File: config.mk
export PLATFORM = sky130hd
export DESIGN_NAME = btpc_post
export DESIGN_NICKNAME = d
export VERILOG_FILES = /design/src/rtl/core/btpc_pkg.sv /design/src/rtl/core/btpc_post.sv
export SDC_FILE = /design/constraint.sdc
export NUM_CORES = 2
export LEC_CHECK = 0
export BUFFER_PORTS_ARGS = -buffer_cell sky130_fd_sc_hd__buf_2
export CAP_MARGIN = 20
export CORE_MARGIN = 2
export CORE_UTILIZATION = 40
export DETAILED_ROUTE_END_ITERATION = 10
export GPL_ROUTABILITY_DRIVEN = 1
export MAX_ROUTING_LAYER = met4
export SYNTH_ARGS = -nofsm -noshare
export SYNTH_HDL_FRONTEND = slang
export SYNTH_SLANG_ARGS = --single-unit
File: constraint.sdc
create_clock -name i_clk -period 7.9 [get_ports i_clk]
set_clock_uncertainty 0.05 [all_clocks]
set_input_delay 0.79 -clock i_clk [delete_from_list [all_inputs] [get_ports i_clk]]
set_output_delay 0.79 -clock i_clk [all_outputs]
set_load 0.1 [all_outputs]
File: src/rtl/core/btpc_pkg.sv
package btpc_pkg;

    localparam int unsigned CFG_IDX_W = 4;
    localparam int unsigned NUM_REGS  = 8;
    localparam int unsigned FRONT_ST  = 11;
    localparam int unsigned DIV_W     = 32;
    localparam int unsigned POST_ST   = 4;

    localparam logic [CFG_IDX_W-1:0] REG_T1    = 4'd0;
    localparam logic [CFG_IDX_W-1:0] REG_T2    = 4'd1;
    localparam logic [CFG_IDX_W-1:0] REG_T3    = 4'd2;
    localparam logic [CFG_IDX_W-1:0] REG_P1    = 4'd3;
    localparam logic [CFG_IDX_W-1:0] REG_P2_P3 = 4'd4;
    localparam logic [CFG_IDX_W-1:0] REG_P4_P5 = 4'd5;
    localparam logic [CFG_IDX_W-1:0] REG_P6_P7 = 4'd6;
    localparam logic [CFG_IDX_W-1:0] REG_P8_P9 = 4'd7;

    localparam logic [31:0] PRESS_OFS  = 32'd64000;
    localparam logic [31:0] PRESS_FULL = 32'd1048576;
    localparam logic [31:0] PRESS_MUL  = 32'd3125;
    localparam logic [31:0] HALF_RANGE = 32'h8000_0000;
    localparam logic [31:0] DIV_BIAS   = 32'd32768;
    localparam logic [31:0] ROUND_T    = 32'd128;

    // Trim words, already widened to 32-bit two's complement patterns.
    typedef struct packed {
        logic [31:0] t1;
        logic [31:0] t2;
        logic [31:0] t3;
        logic [31:0] p1;
        logic [31:0] p2;
        logic [31:0] p3;
        logic [31:0] p4;
        logic [31:0] p5;
        logic [31:0] p6;
        logic [31:0] p7;
        logic [31:0] p8;
        logic [31:0] p9;
    } t_trim;

    // Fields that ride alongside the divider.
    typedef struct packed {
        logic [31:0] temp;
        logic        invalid;
        logic        dbl;
    } t_side;

    function automatic logic [31:0] asr(input logic [31:0] x, input int unsigned n);
        return 32'($signed(x) >>> n);
    endfunction

    function automatic logic [31:0] sx16(input logic [15:0] x);
        return {{16{x[15]}}, x};
    endfunction

endpackage

File: src/rtl/core/btpc_post.sv
module btpc_post
    import btpc_pkg::*;
(
    input  logic        i_clk,
    input  logic        i_rst_n,
    input  logic        i_en,
    input  logic        i_valid,
    input  logic [31:0] i_quot,
    input  t_side       i_side,
    input  t_trim       i_trim,
    output logic        o_valid,
    output logic [31:0] o_temp,
    output logic [31:0] o_press,
    output logic        o_invalid
);

    logic [POST_ST-1:0] r_v;
    logic [31:0] r_s1_p, r_s2_p, r_s3_p;
    logic [31:0] r_s2_sq, r_s2_m8, r_s3_a, r_s3_b;
    logic [31:0] r_s1_temp, r_s2_temp, r_s3_temp, r_s4_temp;
    logic        r_s1_inv, r_s2_inv, r_s3_inv, r_s4_inv;
    logic [31:0] r_s4_press;
    logic [31:0] n_p3;

    assign n_p3 = {3'd0, r_s1_p[31:3]};

    always_ff @(posedge i_clk) begin
        if (!i_rst_n) begin
            r_v <= '0;
        end else if (i_en) begin
            r_v <= {r_v[POST_ST-2:0], i_valid};
        end
    end

    always_ff @(posedge i_clk) begin
        if (i_en) begin
            r_s1_p    <= i_side.dbl ? {i_quot[30:0], 1'b0} : i_quot;
            r_s1_temp <= i_side.temp;
            r_s1_inv  <= i_side.invalid;

            r_s2_sq   <= 32'(n_p3 * n_p3);
            r_s2_m8   <= 32'({2'd0, r_s1_p[31:2]} * i_trim.p8);
            r_s2_p    <= r_s1_p;
            r_s2_temp <= r_s1_temp;
            r_s2_inv  <= r_s1_inv;

            r_s3_a    <= 32'(i_trim.p9 * {13'd0, r_s2_sq[31:13]});
            r_s3_b    <= asr(r_s2_m8, 13);
            r_s3_p    <= r_s2_p;
            r_s3_temp <= r_s2_temp;
            r_s3_inv  <= r_s2_inv;

            // A zero divisor forces the pressure to zero.
            r_s4_press <= r_s3_inv ? 32'd0
                          : r_s3_p + asr(asr(r_s3_a, 12) + r_s3_b + i_trim.p7, 4);
            r_s4_temp  <= r_s3_temp;
            r_s4_inv   <= r_s3_inv;
        end
    end

    assign o_valid   = r_v[POST_ST-1];
    assign o_temp    = r_s4_temp;
    assign o_press   = r_s4_press;
    assign o_invalid = r_s4_inv;

endmodule

# Word level (Yosys, flattened, before mapping)
# Cells that the tools add are included.
[totals] regBits=379 in_bits=454 out_inout_bits=66 wordCells=25
[op_classes] addsub=3 n_mul=3 mux=1
[op_table] op="32-bit adder" n=2
[op_table] op="29-bit by 29-bit multiplier with 32-bit output" n=1
[op_table] op="30-bit by 32-bit multiplier with 32-bit output" n=1
[op_table] op="32-bit by 19-bit multiplier with 32-bit output" n=1
[op_table] op="32-bit two-way mux" n=1
[op_table] op="20-bit by 19-bit adder with 21-bit output" n=1

# Depth between registers and ports, before layout
[logic_depth] word_depth=3 depth_mapped=35 ltp_nobuf=35

# Worst setup path after synthesis
# Ideal clock, no wire load.
[synth_path] kind="input to register" from="input i_trim[44] (netlist bit)" to="register r_s2_m8[31], data pin" setup_time_ns=0.260 arrival_time_ns=7.612 required_time_ns=7.590 path_slack_ns=-0.022 cell_stages=26 path_cell_list="clkbuf_1 clkbuf_1 and2_1 fa_1 fa_1 fa_1 inv_1 fa_1 inv_1 fa_1 inv_1 fa_1 inv_1 fa_1 inv_1 fa_1 inv_1 ha_1 a21o_1 a21o_1 a221oi_2 o31ai_1 o41a_1 a211o_1 a21oi_2 xnor2_1"
[synth_via] elab_chain_len=1
[synth_rtl] item="start, declared" line_no="btpc_post.sv:10" rtl="input t_trim i_trim,"
[synth_rtl] item="30-bit by 32-bit multiplier with 32-bit output" line_no="btpc_post.sv:42" rtl="r_s2_m8 <= 32'({2'd0, r_s1_p[31:2]} * i_trim.p8);"
[synth_rtl] item="end signal, assigned" line_no="btpc_post.sv:42"
[synth_rtl] item="end, declared" line_no="btpc_post.sv:19" rtl="logic [31:0] r_s2_sq, r_s2_m8, r_s3_a, r_s3_b;"
# No other way between the ends.
# A chain may end at the register's enable or synchronous reset.

# Worst setup path after layout
[layout_path] from="register r_s1_p[6]" to="register r_s2_m8[31], data pin"
[layout_via] elab_chain_len=1
[layout_rtl] item="start, declared" line_no="btpc_post.sv:18" rtl="logic [31:0] r_s1_p, r_s2_p, r_s3_p;"
[layout_rtl] item="start signal, assigned" line_no="btpc_post.sv:37" rtl="r_s1_p <= i_side.dbl ? {i_quot[30:0], 1'b0} : i_quot;"
[layout_rtl] item="30-bit by 32-bit multiplier with 32-bit output" line_no="btpc_post.sv:42"
# No other way between the ends.

==> summary.txt <==
Worst setup path
  • CP max stage cell: fa_1
  • Reg2reg end: r_s2_m8[31]
  • Worst R2R Path Depth: 25
  • Worst setup path end: r_s2_m8[31]
  • CP Depth: 25
  • Buf/Inv on CP: 7
  • R2r startpoint: r_s1_p[6]
  • Most common cell on crit path: fa_1
  • CP Capture Type: flop
  • Critical Path Source Type: flop
  • Critical path's largest stage delay: approximately 0.55 ns
  • Worst setup path start: r_s1_p[6]
  • Critical path class: flop to flop
  • FF-to-FF setup slack: between 0.3 and 0.4 ns
  • Worst endpoint data arrival time: about 8 ns
  • Crit path max-delay family: adder cells
  • Worst EP required: 8.18 ns
  • Crit Path Max Fanout: 16

Global routing
  • GRT Resource Usage Total: 21.1%
  • Pin count of the biggest net entering global routing: 140
  • Gr ovfl total: 0
  • First-pass GRT wire length: around 220000 um
  • Initial antenna violation count: 16
  • Vias in the first global route: 40054

Clocking
  • Root buffer cell: clkbuf_16
  • H-tree level count: 2
  • TritonCTS Buffers: 39
  • CTS Sinks: 341
  • Hold buffer count at cts: 0
  • CTS tree: done
  • Clk Latency, worst-skew pair: roughly 0.58 ns
  • Max Root-Sink Buffers: 3
  • CTS clk-pin slew, worst paths: 0.07 ns

Drt
  • Remaining DRCs: 0
  • Vias: about 36000
  • WL per Instance: about 19 um
  • Final antenna-violating net count: 0
  • First-pass DRT Iterations: 7
  • Wirelength, routed: 139000 um
  • Vias per cell: slightly below 5
  • Iter 0 DRT Violations: 2025

Die
  • Starting Density: 40.3%
  • Core area: 135000 sq um
  • Die Width: roughly 370 um
  • Top Ports: 520
  • Die Y: roughly 370 um
  • Area of the die: between 100000 and 150000 sq um
  • Row Count: 135

Synthesis
  • Register bit count reported by yosys: 341
  • Synth Flop Type: edfxtp_1
  • Seq/Total Area, Yosys: 18.7%
  • Commonest cells in the netlist: inv_1 (1283), fa_1 (1118), nand2_1 (682)
  • Mapped Area: 54600 sq um
  • Post-synth top area share: 41.0%
  • Syn nets: 7330
  • Area contributors post-synth: fa_1 (41%), edfxtp_1 (19%), ha_1 (8.9%)
  • Synth area leader: fa_1
  • Most frequent cell after synthesis: inv_1
  • Distinct cells, synth: 70
  • EDFF count, synth: 337
  • Synth warn: 0
  • Syn Area/Cell: 10.2 sq um
  • Post-synth ARST share: 0%
  • Post-Synthesis Cells: 5372

Timing
  • Min Tclk post-route: 7.56 ns
  • Setup TNS Final: 0 ns
  • Slew Limit Fails: 0
  • Final hold slack: 0.341 ns
  • Tightest Pin Transition: 1.09 ns
  • Endpoints failing setup: 0
  • Fin crit share: 95.7%
  • Max Clock Freq: 132 MHz
  • Relative slew margins: 27.0%
  • Hold Fails Final Rpt: 0

Final layout
  • Fraction of layout cells with a size suffix above 1: 9.06%
  • Final cell count without fillers: 7394
  • Post-layout net count: 7535
  • Area growth from synthesis to layout: 9.96%
  • FILL cells: 12867

Placed design
  • Placed cell count: approximately 7300
  • # port buffers: 231
  • Routability congestion estimate: 0.883
  • Detail Placement HPWL: approximately 110000 um

Status
  • Status: finished, final reports clean

Job
  • Max cap viols: 0

Worst hold path
  • Hold crit path type: input pin to flop
  • Worst hold stages: 1
## worst min-delay path by stage
stage / start / to / slack, ns
after floorplan: r_s3_temp[0] / o_temp[0] / 0.35
after global placement: r_s2_temp[12] / r_s3_temp[12] / 0.35
after detailed placement: r_s3_temp[0] / o_temp[0] / 0.35
after CTS: i_side[24] / r_s1_temp[22] / 0.31
after global routing: i_side[24] / r_s1_temp[22] / 0.32
final: i_side[24] / r_s1_temp[22] / 0.34
## cells in the final DEF (no fill, tap or decap), drive strengths merged, types with 4 or more instances in the layout
master / count
dfxtp: 4
fa: 1118
xnor2: 170
and2: 545
a21oi: 78
a211oi: 13
a211o: 4
and3: 13
nand3: 20
clkinv: 15
clkbuf: 43
nand2b: 15
a31o: 5
a22oi: 4
a31oi: 12
o21ai: 55
mux2i: 5
a21o: 38
nor3: 30
bufinv: 6
nand2: 682
o31a: 6
a21boi: 4
o211ai: 7
nor2b: 35
xor2: 53
nor2: 114
ha: 386
o21a: 25
mux2: 31
inv: 1287
o21bai: 9
edfxtp: 337
buf: 386
diode: 6
## through the flow
stage / util [%] / cell area [sq um] / setup WS (ns)
after floorplan: - / 54600 / 0.0587
after global placement: 43.2 / 58500 / -0.0545
after detailed placement: 43.2 / 58500 / 0.0109
after CTS: 44.1 / 59800 / 0.0347
after global routing: 44.3 / 60000 / -0.0150
final: 44.3 / 60000 / 0.337
## layer usage
layer / global-route usage, % / up-vias / part of all wire, %
met2: 36.5 / 905 / 51
met3: 2.13 / 185 / 4.5
met5: - / - / 0
met4: 4.87 / 0 / 2.3
met1: 26.8 / 18674 / 42
li1: - / 16400 / -
## state kept, by name (all words and copies together) (netlist names), 20 cells and up
| signal | flops |
|---|---|
| r_s1_p | 32 |
| r_s3_temp | 32 |
| r_s2_temp | 32 |
| r_s3_p | 32 |
| o_press | 32 |
| r_s2_p | 32 |
| r_s3_a | 20 |
| r_s1_temp | 32 |
| o_temp | 32 |
## cells by family (layout without fill, tap and decap cells)
| group | after synthesis | count (layout) | synth area share, % |
|---|---|---|---|
| buffers and inverters | 1505 | 1740 | 10.4 |
| adder cells (fa/ha/maj) | 1504 | 1504 | 49.9 |
| multiplexers | 36 | 36 | 0.732 |
| other | 0 | 6 | 0 |
| AND/OR/NAND/NOR | 1469 | 1469 | 13.1 |
| XOR/XNOR | 224 | 224 | 3.62 |
| AO/OA/AOI/OAI | 293 | 293 | 3.62 |
| flip-flops | 341 | 341 | 18.7 |
## layout make-up
type                       instances  area [sq um]  area share [%]
clock buffer                      43          1010            1.69
clock inverter                    28           335           0.559
sequential                       341         10200            17.0
antenna                            6          15.0          0.0250
timing repair buffer             386          2610            4.34
multi-input combinational       3526         38800            64.6
inverter                        1283          4820            8.03
tap                             1781          2230            3.71
## what timing repair did
| item | 4_1_cts | 5_1_grt |
|---|---|---|
| gates resized for setup | 0 | 12 |
| setup buffers | 0 | 10 |
| endpoints found under the setup margin | 0 | 8 |
Power is not shown: default switching activity piles up to over one toggle a cycle in this logic, so the estimate is an artifact.
